==> src/rtl/core/izn_pkg.sv <==
// izn_pkg: shared types, constants and helpers of the imu window z-score normalizer
// no dependencies; imported by every module of the block
package izn_pkg;

    localparam int DEF_WINDOW_DEPTH = 32;
    localparam int DEF_SAMPLE_BITS  = 16;
    localparam int AXIS_COUNT       = 6;
    localparam int FIELD_W          = 16;
    localparam int POS_W            = 6;
    localparam int STRIDE_W         = 7;
    localparam int FRAC_BITS        = 13;
    localparam int DIV_STEPS        = 18;
    localparam int APB_AW           = 3;
    localparam int APB_DW           = 32;

    localparam logic [STRIDE_W-1:0] STRIDE_RESET = 7'd16;
    localparam logic [STRIDE_W-1:0] STRIDE_MAX   = 7'd64;
    localparam logic [STRIDE_W-1:0] STRIDE_MIN   = 7'd1;

    localparam logic MODE_SAMPLE  = 1'b0;
    localparam logic MODE_RELEASE = 1'b1;

    // register index, taken from paddr[2]
    localparam logic REG_STRIDE = 1'b0;

    typedef struct packed {
        logic                      mode;
        logic signed [FIELD_W-1:0] accel_x;
        logic signed [FIELD_W-1:0] accel_y;
        logic signed [FIELD_W-1:0] accel_z;
        logic signed [FIELD_W-1:0] gyro_x;
        logic signed [FIELD_W-1:0] gyro_y;
        logic signed [FIELD_W-1:0] gyro_z;
    } in_beat_t;

    typedef struct packed {
        logic signed [FIELD_W-1:0] norm_accel_x;
        logic signed [FIELD_W-1:0] norm_accel_y;
        logic signed [FIELD_W-1:0] norm_accel_z;
        logic signed [FIELD_W-1:0] norm_gyro_x;
        logic signed [FIELD_W-1:0] norm_gyro_y;
        logic signed [FIELD_W-1:0] norm_gyro_z;
        logic [POS_W-1:0]          sample_position;
        logic                      last;
    } out_beat_t;

    typedef struct packed {
        logic clr;
        logic acc;
        logic vmul;
        logic vsub;
        logic sq_step;
        logic div_load;
        logic div_step;
    } lane_ctrl_t;

    typedef enum logic [8:0] {
        ST_IDLE = 9'b000000001,
        ST_ACC  = 9'b000000010,
        ST_VMUL = 9'b000000100,
        ST_VSUB = 9'b000001000,
        ST_SQRT = 9'b000010000,
        ST_RD   = 9'b000100000,
        ST_LD   = 9'b001000000,
        ST_DIV  = 9'b010000000,
        ST_EMIT = 9'b100000000
    } state_t;

    // number of two-bit steps of the square root for a given window and sample width
    function automatic int izn_sqrt_steps(int depth, int sb);
        int aw;
        int radw;
        aw   = $clog2(depth + 1);
        radw = 2 * sb + 2 * aw + 4;
        return (radw + 1) / 2;
    endfunction

endpackage

==> src/rtl/core/izn_merge.sv <==
// izn_merge: gathers the lane z-scores into one result beat and holds it in the output register
// depends on izn_pkg
module izn_merge (
    input  logic                                             aclk,
    input  logic                                             aresetn,
    input  logic                                             load,
    input  logic [izn_pkg::AXIS_COUNT-1:0][izn_pkg::FIELD_W-1:0] z_vec,
    input  logic [izn_pkg::POS_W-1:0]                        pos,
    input  logic                                             last,
    output logic                                             free,
    output logic                                             m_valid,
    input  logic                                             m_ready,
    output izn_pkg::out_beat_t                               m_data
);
    import izn_pkg::*;

    out_beat_t beat_reg, beat_next;
    logic      vld_reg, vld_next;

    assign free = !vld_reg || m_ready;

    always_comb begin
        beat_next.norm_accel_x    = z_vec[0];
        beat_next.norm_accel_y    = z_vec[1];
        beat_next.norm_accel_z    = z_vec[2];
        beat_next.norm_gyro_x     = z_vec[3];
        beat_next.norm_gyro_y     = z_vec[4];
        beat_next.norm_gyro_z     = z_vec[5];
        beat_next.sample_position = pos;
        beat_next.last            = last;
        vld_next = vld_reg;
        if (m_ready) vld_next = 1'b0;
        if (load) vld_next = 1'b1;
    end

    always_ff @(posedge aclk) begin
        if (!aresetn) begin
            vld_reg <= 1'b0;
        end else begin
            vld_reg <= vld_next;
        end
        if (load) beat_reg <= beat_next;
    end

    assign m_valid = vld_reg;
    assign m_data  = beat_reg;

endmodule

==> config.mk <==
export PLATFORM = sky130hd
export DESIGN_NAME = izn_merge
export DESIGN_NICKNAME = d
export VERILOG_FILES = /design/src/rtl/core/izn_pkg.sv /design/src/rtl/core/izn_merge.sv
export SDC_FILE = /design/constraint.sdc
export NUM_CORES = 1
export LEC_CHECK = 0
export ABC_CLOCK_PERIOD_IN_PS = 800
export BUFFER_PORTS_ARGS = -buffer_cell sky130_fd_sc_hd__buf_2
export CAP_MARGIN = 20
export CORE_ASPECT_RATIO = 1.1
export CORE_UTILIZATION = 37
export CTS_CLUSTER_DIAMETER = 50
export DETAILED_ROUTE_END_ITERATION = 10
export PLACE_DENSITY = 0.76
export RECOVER_POWER = 50
export SKIP_LAST_GASP = 1
export SLEW_MARGIN = 15
export SYNTH_ARGS = -nofsm -noshare
export SYNTH_HDL_FRONTEND = slang
export SYNTH_SLANG_ARGS = --single-unit
==> constraint.sdc <==
create_clock -name aclk -period 0.8 [get_ports aclk]
set_input_delay 0.16 -clock aclk [delete_from_list [all_inputs] [get_ports aclk]]
set_output_delay 0.16 -clock aclk [all_outputs]
set_load 0.02 [all_outputs]
==> results of run 1 <==
-- kinds of logic after synthesis --
logic type | after synthesis | synth area share [%]
simple gates | 1 | 0.438
compound gates | 1 | 0.358
buf+inv | 1 | 0.119
flops | 104 | 99.1
-- stage by stage --
step	setup TNS [ps]	utilization [%]	setup slack, ps	instances
2_1_floorplan	0	-	25.9	107
3_5_place_dp	-6030	54.3	-72.5	430
3_3_place_gp	-4720	54.3	-54.3	430
==> flow_summary.yaml, run 1 <==
run_status:
  status: "stopped before the end"
  stop_error: "[ERROR RSZ-0060] Max buffer count reached."
  lastStage: "clock tree synthesis (4_1_cts)"
yosys:
  synth_cell_types: 5
  synth_nets: 214
  synth_commonest_cells: "edfxtp_1 (103), a21boi_2 (1), dfxtp_1 (1), inv_1 (1), nand2b_4 (1)"
  postSynthCellCount: 107
  yosys.area.top_type: "edfxtp_1"
  yosysTopAreaCellShare_pct: 98.4
  avgSynthCellArea_um2: 29.4
  ys_seq_elements: 104
  yosysWarnings: 0
  synth_edf_count: 103
  async_reset_ff_share_pct: 0
  yosys_most_used_dff: "edfxtp_1"
  synth_area_um2: 3140
  synth_area_leaders: "edfxtp_1 (98%), dfxtp_1 (0.64%), nand2b_4 (0.44%)"
  synth.most_common_cell: "edfxtp_1"
  seq_area_frac_synth_pct: 99.1
die:
  die_y_um: 98.6
  die_w_um: 89.9
  fp-row-count: 34
  initial_core_util_pct: 38.9
  ios: 212
cts:
  h-tree-depth: 3
  post_cts_resized: 50
  clk_path_buf_depth: 2
  ctsHoldBuffers: 101
  cts_sinks: 104
  clk_root_buffer_cell: "clkbuf_8"
  post-cts-setup-buffer-count: 0
  cts_made_buffers: 9
placement:
  io_buffers: 211
  place_area_um2: 4390
  gp_congestion: 0.732
==> inputs of run 2 (changes only) <==
--- a/config.mk
+++ b/config.mk
@@ -5,14 +5,12 @@
 export SDC_FILE = /design/constraint.sdc
 export NUM_CORES = 1
 export LEC_CHECK = 0
-export ABC_CLOCK_PERIOD_IN_PS = 800
+export ABC_CLOCK_PERIOD_IN_PS = 1040
 export BUFFER_PORTS_ARGS = -buffer_cell sky130_fd_sc_hd__buf_2
 export CAP_MARGIN = 20
-export CORE_ASPECT_RATIO = 1.1
-export CORE_UTILIZATION = 37
-export CTS_CLUSTER_DIAMETER = 50
+export CORE_UTILIZATION = 25
 export DETAILED_ROUTE_END_ITERATION = 10
-export PLACE_DENSITY = 0.76
+export PLACE_DENSITY_LB_ADDON = 0.15
 export RECOVER_POWER = 50
 export SKIP_LAST_GASP = 1
 export SLEW_MARGIN = 15
==> constraint.sdc (replaced) <==
create_clock -name aclk -period 1.04 [get_ports aclk]
set_input_delay 0.208 -clock aclk [delete_from_list [all_inputs] [get_ports aclk]]
set_output_delay 0.208 -clock aclk [all_outputs]
set_load 0.02 [all_outputs]
==> flow_summary.yaml, run 2 <==
cts:
  cts_tree: "done"
  clk_root_buffer_cell: "clkbuf_16"
  cts_sinks: 104
  h-tree-depth: 3
  clk_path_buf_depth: 2
  ctsHoldBuffers: 0
  clk_pin_slew_ps: 60
  clock_latency_ps: 340
  cts_made_buffers: 9
yosys:
  synth_area_um2: 3140
  seq_area_frac_synth_pct: 99.1
  yosysTopAreaCellShare_pct: 98.4
  ys_seq_elements: 104
  yosys_most_used_dff: "edfxtp_1"
  synth_nets: 214
  synth_edf_count: 103
  yosysWarnings: 0
  synth_cell_types: 5
  avgSynthCellArea_um2: 29.4
  synth.most_common_cell: "edfxtp_1"
  yosys.area.top_type: "edfxtp_1"
  synth_commonest_cells: "edfxtp_1 (103), a21boi_2 (1), dfxtp_1 (1), inv_1 (1), nand2b_4 (1)"
  async_reset_ff_share_pct: 0
  postSynthCellCount: 107
  synth_area_leaders: "edfxtp_1 (98%), dfxtp_1 (0.64%), nand2b_4 (0.44%)"
die:
  die_y_um: 114
  ios: 212
  coreArea_um2: 12100
  die_area_um2: 13000
  initial_core_util_pct: 25.9
  die_w_um: 114
  fp-row-count: 40
sta:
  worst_pin_slew_ps: 251
  skew_ps: 0
  max-slew-margin-rel_pct: 83.3
  fmax_ghz: 0.895
  period_share_pct: 107
  drv_slew: 0
  timing.final.ws_setup_ps: -76.9
  timing.final.hold_violations: 0
  timing.final.crit_period_ps: 1120
  rsz0062_at_grt: "yes"
  setup-violations-final: 104
  hold_slack_ps: 38.4
worst_setup_path:
  path_max_fanout: 1
  cp_top_family: "flip-flops"
  path_buf_inv: 1
  start_kind: "flop"
  reg2reg_to: "m_valid"
  worst-r2r-setup-slack_ps: 300
  path_class: "reg -> out"
  cp.required_ps: 830
  rr_startpoint: "m_valid"
  endpoint_kind: "primary output"
  cp.arrival_ps: 910
  worst_path_largest_cell_delay_ps: 410
  path_cells: "buf_6"
  reg2regPathDepth: 3
  cp_slowest_cell: "edfxtp_1"
finish:
  drive_above_1_share_pct: 67.1
  n_antenna_cell: 0
  largest_reg_flops: 103
  final_net_count: 441
  final_area_um2: 5110
  layout_commonest_cell: "buf_2"
  final_cell_mix: "buf_2 (145), edfxtp_1 (103), buf_6 (63)"
  syn_to_final_growth_pct: 62.6
  fillers: 1129
global_route:
  track_usage_pct: 10.5
  grt_pass1_wl_um: 9580
  antenna_found_initial: 0
  overflow: 0
  grt_pass1_vias: 1816
  grt_max_degree: 46
placement:
  place_area_um2: 4470
  hpwl_um: 5010
  gp_congestion: 0.673
  io_buffers: 211
routing:
  antenna_left: 0
  wl_per_cell_um: 13.5
  firstDrtPassIters: 4
  drcViolationCount: 0
  viasPerCell: 3.74
  drt-total-wl_um: 6800
  drtIter0Drc: 97
  vias: 1891
min_path:
  min_delay_path_depth: 1
  worstHoldPathType: "in -> reg"
  min_to: "m_data[0]"
  hold_start: "last"
pwr:
  irDropWorstVdd_uv: 859
  leakage_uw: 0.00214
  powerDensity_nw_per_um2: 1810
  total_power_uw: 9250
job:
  cap_violations: 0
run_status:
  failed_checks: "negative setup slack"
  status: "finished with violations"
==> run 2: cell counts after synthesis <==
No cell type changed its count.
==> run 2: worst max path at each step <==
stage	slack, ps	startpoint	end	cells after the start
after floorplan	260	m_valid	free	1
after global placement	80	load	m_data[16]	2
after detailed placement	80	load	m_data[53]	2
after CTS	-110	m_data[0]	m_data[0]	1
after global routing	-120	m_data[0]	m_data[0]	1
final	-80	m_data[0]	m_data[0]	1
==> run 2: cells by family after synthesis <==
| kind of cell | Yosys count | synth area share (%) |
|---|---|---|
| flip-flops | 104 | 99.1 |
| AND/OR/NAND/NOR | 1 | 0.438 |
| AO/OA/AOI/OAI | 1 | 0.358 |
| buffers and inverters | 1 | 0.119 |
==> run 2: area by class of cell <==
class                           instances  area (um^2)  share of cell area [%]
Timing Repair Buffer                  216         1510                    29.6
Tap cell                              168          210                    4.11
Clock buffer                           11          233                    4.55
Sequential cell                       104         3110                    60.9
Multi-Input combinational cell          2         25.0                   0.490
Clock inverter                          3         11.3                   0.220
Inverter                                1         3.75                  0.0735
==> run 2: per-layer routing <==
metal | share of wire (%) | global-route usage (%)
met1 | 39 | 11.8
met4 | 2.9 | 7.53
met2 | 41 | 14.2
met3 | 17 | 6.83
met5 | 0 | 0
==> run 2: stage by stage <==
step | std cells | setup slack (ps) | TNS (ps) | util (%)
CTS | 504 | -107 | -5610 | 39.9
finish | 505 | -76.9 | -3140 | 42.2
detailed placement | 490 | 77.7 | 0 | 36.9
global placement | 490 | 84.3 | 0 | 36.9
global route | 505 | -122 | -7080 | 42.2
floorplan | 107 | 255 | 0 | -
==> run 2: power by group <==
group / switching, uW / internal [uW] / total, uW / leakage (uW)
combinational: 670 / 592 / 1260 / 0.00101
clock: 1330 / 1570 / 2900 / 0.000118
sequential: 115 / 4980 / 5090 / 0.00102
==> run 2: what timing repair did <==
action / CTS / global route
setup endpoints to repair: 105 / 105
resized for setup: 41 / 87
buffers inserted: 0 / 1
cloned: 0 / 0
(Power assumes the default switching activity.)
