[src/rtl/core/izn_pkg.sv]
// izn_pkg: shared types, constants and helpers of the imu window z-score normalizer
// no dependencies; imported by every module of the block
package izn_pkg;

    localparam int DEF_WINDOW_DEPTH = 32;
    localparam int DEF_SAMPLE_BITS  = 16;
    localparam int AXIS_COUNT       = 6;
    localparam int FIELD_W          = 16;
    localparam int POS_W            = 6;
    localparam int STRIDE_W         = 7;
    localparam int FRAC_BITS        = 13;
    localparam int DIV_STEPS        = 18;
    localparam int APB_AW           = 3;
    localparam int APB_DW           = 32;

    localparam logic [STRIDE_W-1:0] STRIDE_RESET = 7'd16;
    localparam logic [STRIDE_W-1:0] STRIDE_MAX   = 7'd64;
    localparam logic [STRIDE_W-1:0] STRIDE_MIN   = 7'd1;

    localparam logic MODE_SAMPLE  = 1'b0;
    localparam logic MODE_RELEASE = 1'b1;

    // register index, taken from paddr[2]
    localparam logic REG_STRIDE = 1'b0;

    typedef struct packed {
        logic                      mode;
        logic signed [FIELD_W-1:0] accel_x;
        logic signed [FIELD_W-1:0] accel_y;
        logic signed [FIELD_W-1:0] accel_z;
        logic signed [FIELD_W-1:0] gyro_x;
        logic signed [FIELD_W-1:0] gyro_y;
        logic signed [FIELD_W-1:0] gyro_z;
    } in_beat_t;

    typedef struct packed {
        logic signed [FIELD_W-1:0] norm_accel_x;
        logic signed [FIELD_W-1:0] norm_accel_y;
        logic signed [FIELD_W-1:0] norm_accel_z;
        logic signed [FIELD_W-1:0] norm_gyro_x;
        logic signed [FIELD_W-1:0] norm_gyro_y;
        logic signed [FIELD_W-1:0] norm_gyro_z;
        logic [POS_W-1:0]          sample_position;
        logic                      last;
    } out_beat_t;

    typedef struct packed {
        logic clr;
        logic acc;
        logic vmul;
        logic vsub;
        logic sq_step;
        logic div_load;
        logic div_step;
    } lane_ctrl_t;

    typedef enum logic [8:0] {
        ST_IDLE = 9'b000000001,
        ST_ACC  = 9'b000000010,
        ST_VMUL = 9'b000000100,
        ST_VSUB = 9'b000001000,
        ST_SQRT = 9'b000010000,
        ST_RD   = 9'b000100000,
        ST_LD   = 9'b001000000,
        ST_DIV  = 9'b010000000,
        ST_EMIT = 9'b100000000
    } state_t;

    // number of two-bit steps of the square root for a given window and sample width
    function automatic int izn_sqrt_steps(int depth, int sb);
        int aw;
        int radw;
        aw   = $clog2(depth + 1);
        radw = 2 * sb + 2 * aw + 4;
        return (radw + 1) / 2;
    endfunction

endpackage

[src/rtl/core/izn_lane.sv]
// izn_lane: per-axis core, window sums, variance, bit-pair square root, serial divider
// depends on izn_pkg
module izn_lane #(
    parameter int WINDOW_DEPTH = izn_pkg::DEF_WINDOW_DEPTH,
    parameter int SAMPLE_BITS  = izn_pkg::DEF_SAMPLE_BITS
) (
    input  logic                              aclk,
    input  izn_pkg::lane_ctrl_t               ctrl,
    input  logic signed [SAMPLE_BITS-1:0]     x,
    output logic [izn_pkg::FIELD_W-1:0]       z
);
    import izn_pkg::*;

    localparam int AW   = $clog2(WINDOW_DEPTH + 1);
    localparam int SW   = SAMPLE_BITS + AW;
    localparam int QW   = 2 * SAMPLE_BITS + AW;
    localparam int VW   = 2 * SW;
    localparam int SQS  = izn_sqrt_steps(WINDOW_DEPTH, SAMPLE_BITS);
    localparam int RADW = 2 * SQS;
    localparam int RTW  = SQS;
    localparam int DMW  = SAMPLE_BITS + AW + 1;
    localparam int NUMW = DMW + FRAC_BITS + 1;
    localparam int DW   = (NUMW > RTW + DIV_STEPS) ? NUMW : RTW + DIV_STEPS;

    localparam logic [VW-1:0]       NN_FLOOR = VW'(WINDOW_DEPTH * WINDOW_DEPTH);
    localparam logic signed [DMW:0] N_S      = (DMW + 1)'(WINDOW_DEPTH);
    localparam logic [DIV_STEPS-2:0] POS_LIM = (DIV_STEPS - 1)'(32767);
    localparam logic [DIV_STEPS-2:0] NEG_LIM = (DIV_STEPS - 1)'(32768);

    logic signed [SW-1:0]        sum_reg, sum_next;
    logic [QW-1:0]               sq_reg, sq_next;
    logic [VW-1:0]               nq_reg, ss_reg;
    logic [RADW-1:0]             rad_reg, rad_next;
    logic [RTW-1:0]              root_reg, root_next;
    logic [RTW+1:0]              rem_reg, rem_next;
    logic [DW-1:0]               drem_reg, drem_next;
    logic [DW-1:0]               dv_reg, dv_next;
    logic [DIV_STEPS-1:0]        q_reg, q_next;
    logic                        neg_reg, neg_next;

    logic signed [2*SAMPLE_BITS-1:0] xx;
    logic signed [VW-1:0]            s_sq;
    logic [VW-1:0]                   var_raw, var_fl;
    logic [RTW+3:0]                  sq_tmp, sq_trial;
    logic signed [DMW:0]             d;
    logic [DMW-1:0]                  dm;
    logic [DIV_STEPS-2:0]            mag;

    assign xx   = x * x;
    assign s_sq = sum_reg * sum_reg;
    assign var_raw = nq_reg - ss_reg;
    assign var_fl  = (var_raw < NN_FLOOR) ? NN_FLOOR : var_raw;
    assign sq_tmp   = {rem_reg, rad_reg[RADW-1 -: 2]};
    assign sq_trial = (RTW + 4)'({root_reg, 2'b01});
    assign d  = (DMW + 1)'(x) * N_S - (DMW + 1)'(sum_reg);
    assign dm = d[DMW] ? DMW'(-d) : DMW'(d);

    always_comb begin
        sum_next  = sum_reg;
        sq_next   = sq_reg;
        rad_next  = rad_reg;
        root_next = root_reg;
        rem_next  = rem_reg;
        drem_next = drem_reg;
        dv_next   = dv_reg;
        q_next    = q_reg;
        neg_next  = neg_reg;
        if (ctrl.clr) begin
            sum_next = '0;
            sq_next  = '0;
        end
        if (ctrl.acc) begin
            sum_next = sum_reg + SW'(x);
            sq_next  = sq_reg + QW'($unsigned(xx));
        end
        if (ctrl.vsub) begin
            rad_next  = RADW'({var_fl, 4'b0000});
            root_next = '0;
            rem_next  = '0;
        end
        if (ctrl.sq_step) begin
            rad_next = rad_reg << 2;
            if (sq_tmp >= sq_trial) begin
                rem_next  = (RTW + 2)'(sq_tmp - sq_trial);
                root_next = {root_reg[RTW-2:0], 1'b1};
            end else begin
                rem_next  = (RTW + 2)'(sq_tmp);
                root_next = {root_reg[RTW-2:0], 1'b0};
            end
        end
        if (ctrl.div_load) begin
            drem_next = (DW'(dm) << FRAC_BITS) + DW'(root_reg >> 1);
            dv_next   = DW'(root_reg) << (DIV_STEPS - 1);
            q_next    = '0;
            neg_next  = d[DMW];
        end
        if (ctrl.div_step) begin
            dv_next = dv_reg >> 1;
            if (drem_reg >= dv_reg) begin
                drem_next = drem_reg - dv_reg;
                q_next    = {q_reg[DIV_STEPS-2:0], 1'b1};
            end else begin
                q_next    = {q_reg[DIV_STEPS-2:0], 1'b0};
            end
        end
    end

    always_ff @(posedge aclk) begin
        sum_reg  <= sum_next;
        sq_reg   <= sq_next;
        rad_reg  <= rad_next;
        root_reg <= root_next;
        rem_reg  <= rem_next;
        drem_reg <= drem_next;
        dv_reg   <= dv_next;
        q_reg    <= q_next;
        neg_reg  <= neg_next;
        if (ctrl.vmul) begin
            nq_reg <= VW'(sq_reg) * VW'(WINDOW_DEPTH);
            ss_reg <= VW'($unsigned(s_sq));
        end
    end

    // saturate the quotient, top bit flags an overflowing quotient
    assign mag = q_reg[DIV_STEPS-2:0];
    always_comb begin
        if (neg_reg) begin
            if (q_reg[DIV_STEPS-1] || mag > NEG_LIM) z = 16'h8000;
            else z = FIELD_W'(-mag);
        end else begin
            if (q_reg[DIV_STEPS-1] || mag > POS_LIM) z = 16'h7fff;
            else z = FIELD_W'(mag);
        end
    end

endmodule

[config.mk]
export PLATFORM = sky130hd
export DESIGN_NAME = izn_lane
export DESIGN_NICKNAME = d
export VERILOG_FILES = /design/src/rtl/core/izn_pkg.sv /design/src/rtl/core/izn_lane.sv
export SDC_FILE = /design/constraint.sdc
export NUM_CORES = 2
export LEC_CHECK = 0
export BUFFER_PORTS_ARGS = -buffer_cell sky130_fd_sc_hd__buf_2
export CORE_MARGIN = 2
export CORE_UTILIZATION = 35
export DETAILED_ROUTE_END_ITERATION = 12
export HOLD_SLACK_MARGIN = 0.15
export SETUP_SLACK_MARGIN = 0.05
export SYNTH_ARGS = -nofsm -noshare
export SYNTH_HDL_FRONTEND = slang
export SYNTH_SLANG_ARGS = --single-unit
export TNS_END_PERCENT = 30
[constraint.sdc]
create_clock -name aclk -period 9.3 [get_ports aclk]
set_clock_uncertainty 0.1 [all_clocks]
set_input_delay 0.93 -clock aclk [delete_from_list [all_inputs] [get_ports aclk]]
set_output_delay 0.93 -clock aclk [all_outputs]
set_load 0.05 [all_outputs]
==> summary.txt <==
Clock tree
  – Clock Tree Root: clkbuf_16
  – CTS Buffer Depth: 3
  – CTS buffer count: 41
  – Reg clk slew, reported paths: 0.06 ns
  – Clk Latency, worst-skew pair: 0.60 ns
  – CTS H-Tree Depth: 2
  – Sinks on Clock Net: 337
  – CTS tree: yes
  – Post-CTS setup buffers: 0
  – Post-CTS resize count: 0
  – Hold-fix buffers, CTS: 0

Layout
  – Area of the multi-input gates: 33850 um^2
  – Area added between synthesis and finish: 8.607%
  – Largest register FFs: 44
  – Layout cell share with drive strength beyond 1: 0.05261
  – Register area: 9699 um^2
  – Final-layout fill cell count: 13560
  – Nets@finish: 6287

STA
  – Final Setup Violations: 0
  – Min Clock Period, post-route: 8.738 ns
  – Fin crit share: 0.9396
  – Setup total negative slack: 0 ns
  – RSZ-0062 raised after global routing: no
  – Rel. slew slack: 0.2530
  – Slew Viols, Final: 0
  – Slew @ Worst Pin: 1.121 ns
  – FMAX: 0.1144 GHz
  – Endpoints failing hold: 0

Yosys
  – Syn Area/Cell: 9.408 um^2
  – Synth Flop Type: edfxtp_1
  – Register area share after synthesis: 0.2026
  – Compound-gate portion of the synthesized area: 0.1149
  – Post-Synth Simple-Gate Area: 0.1274
  – Synth warn: 0
  – Top cells by area, synth: fa_1 (29%), edfxtp_1 (18%), ha_1 (11%), inv_1 (7.8%), nand2_1 (3.5%)
  – Cells after Synth: 5090
  – Most common cell in the synthesized netlist: inv_1
  – Mux share of post-synthesis cell area: 0.01084
  – Syn Nets: 6240
  – Distinct cells, synth: 92
  – Async SR Flop Fraction: 0
  – Yosys top cell by area: fa_1
  – Mapped cell area: 47880 um^2
  – #FFs+latches synth: 337
  – Adder-Cell Fraction of Synth Area: 0.4036
  – EDFF count, synth: 295
  – Post-synthesis xor/xnor area fraction: 0.04975
  – Synth top area share: 0.2918
  – Largest family of logic cells by synthesized area: adder cells
  – Top cells by count, synth: inv_1 (1000), fa_1 (698), nand2_1 (441)

Setup path
  – Worst R2R End: ss_reg[42]
  – FF-to-FF path depth: 26
  – Setup crit end kind: register
  – CP max stage delay: 0.54 ns
  – Critical R2R Launch: sum_reg[21]
  – Crit path max fanout: 9
  – WP data required: 9.49 ns
  – Crit path arrival time: 8.93 ns
  – Crit start category: input port
  – Critical path class: in2reg
  – Cell mode on critical path: fa_1
  – Highest-delay cell along the critical path: fa_1
  – Crit path launch: x[3]
  – R2r setup slk: 0.63 ns
  – CP endpoint: sq_reg[36]

GRT
  – Total GRT Usage: 0.1778
  – First-pass GRT wire length: 199100 um
  – Largest net degree at the start of global routing: 85
  – Vias in the first global route: 36200
  – Initial antenna violation count: 4
  – Total global routing overflow: 0

Detailed routing
  – Via count: 35220
  – Wire per inst: 17.74 um
  – Total iterations of the first detailed-routing run: 6
  – Final wirelength: 123300 um
  – Initial DRC Count: 2243
  – Number of vias per cell: 5.065
  – DRC: 0
  – Antenna-violating nets left: 0

Die
  – Core area: 135600 um^2
  – Chip height: 373.9 um
  – Io pins: 40
  – Full die area: 139800 um^2
  – Starting Density: 0.3530
  – Die width: 373.9 um
  – Site Rows: 135

Status
  – Outcome: complete, no violations

Min path
  – Worst hold path type: reg2reg

Place
  – I/O Buffers: 39
  – GP Congestion: 0.8977
  – DP HPWL: 99040 um

Job
  – # Max-Cap Violations: 0
-- layout by cell type, fill, tap and decap left out, types with 32 or more instances in the layout --
master     count
nor2b_1       32
ha_1         428
a21o_1        97
and2_1       115
buf_4        107
nand4_1       39
xnor2_1      169
clkbuf_16     42
nand3_1       50
o21ai_0      198
xor2_1       103
edfxtp_1     295
nor2_1       362
o21a_1        38
a21oi_1      238
buf_2         38
nor3_1        54
dfxtp_1       42
fa_1         698
nand2b_1      43
or3_1         33
mux2i_1       44
inv_1        999
nand2_1      441
and3_1        46
-- metrics by stage --
stage | setup WS (ns) | std cells | hold slack [ns] | utilization | instance area [um^2]
after floorplan | 0.6915 | 5090 | 0.3307 | - | 47880
after global placement | 0.07495 | 6875 | 0.3494 | 0.3730 | 50600
after detailed placement | 0.0006128 | 6875 | 0.3606 | 0.3730 | 50600
after CTS | 0.5613 | 6951 | 0.3755 | 0.3834 | 52000
after global routing | 0.1315 | 6951 | 0.3806 | 0.3834 | 52000
final | 0.5620 | 6952 | 0.3672 | 0.3834 | 52010
-- critical path, delay by kind of cell --
family	cells	cell delay, ns
simple gates	7	1.60
compound gates	8	2.24
xor+xnor	1	0.21
buf+inv	6	0.67
fa+ha+maj	8	3.27
-- worst min-delay path by stage --
stage	cells past startpoint	endpoint	startpoint
2_1_floorplan	0	nq_reg[5]	sq_reg[0]
3_3_place_gp	2	drem_reg[40]	drem_reg[40]
3_5_place_dp	0	nq_reg[7]	sq_reg[2]
4_1_cts	0	nq_reg[7]	sq_reg[2]
5_1_grt	0	nq_reg[35]	sq_reg[30]
6_report	0	nq_reg[7]	sq_reg[2]
-- cell type report --
class,instances,share of cell area
Antenna cell,1,0.00004812
Clock buffer,50,0.02098
Clock inverter,26,0.006039
Inverter,1010,0.07290
Multi-Input combinational cell,3600,0.6508
Sequential cell,337,0.1865
Tap cell,1781,0.04285
Timing Repair Buffer,147,0.01987
-- cell families after synthesis --
logic type               after synthesis
AND/OR/NAND/NOR                     1297
AO/OA/AOI/OAI                        854
flip-flops                           337
multiplexers                          51
buffers and inverters               1153
XOR/XNOR                             272
adder cells (fa/ha/maj)             1126
-- metal layers --
metal | up-vias | global-route usage | share of wire
met5 | - | 0 | 0.00011
met4 | 2 | 0.03980 | 0.024
met3 | 161 | 0.01637 | 0.044
met2 | 777 | 0.3096 | 0.49
met1 | 17580 | 0.2388 | 0.44
li1 | 16700 | - | -
Power is left out: the tool's default activity adds up to more than one toggle a clock period on the data nets, which glitch-free logic cannot reach.
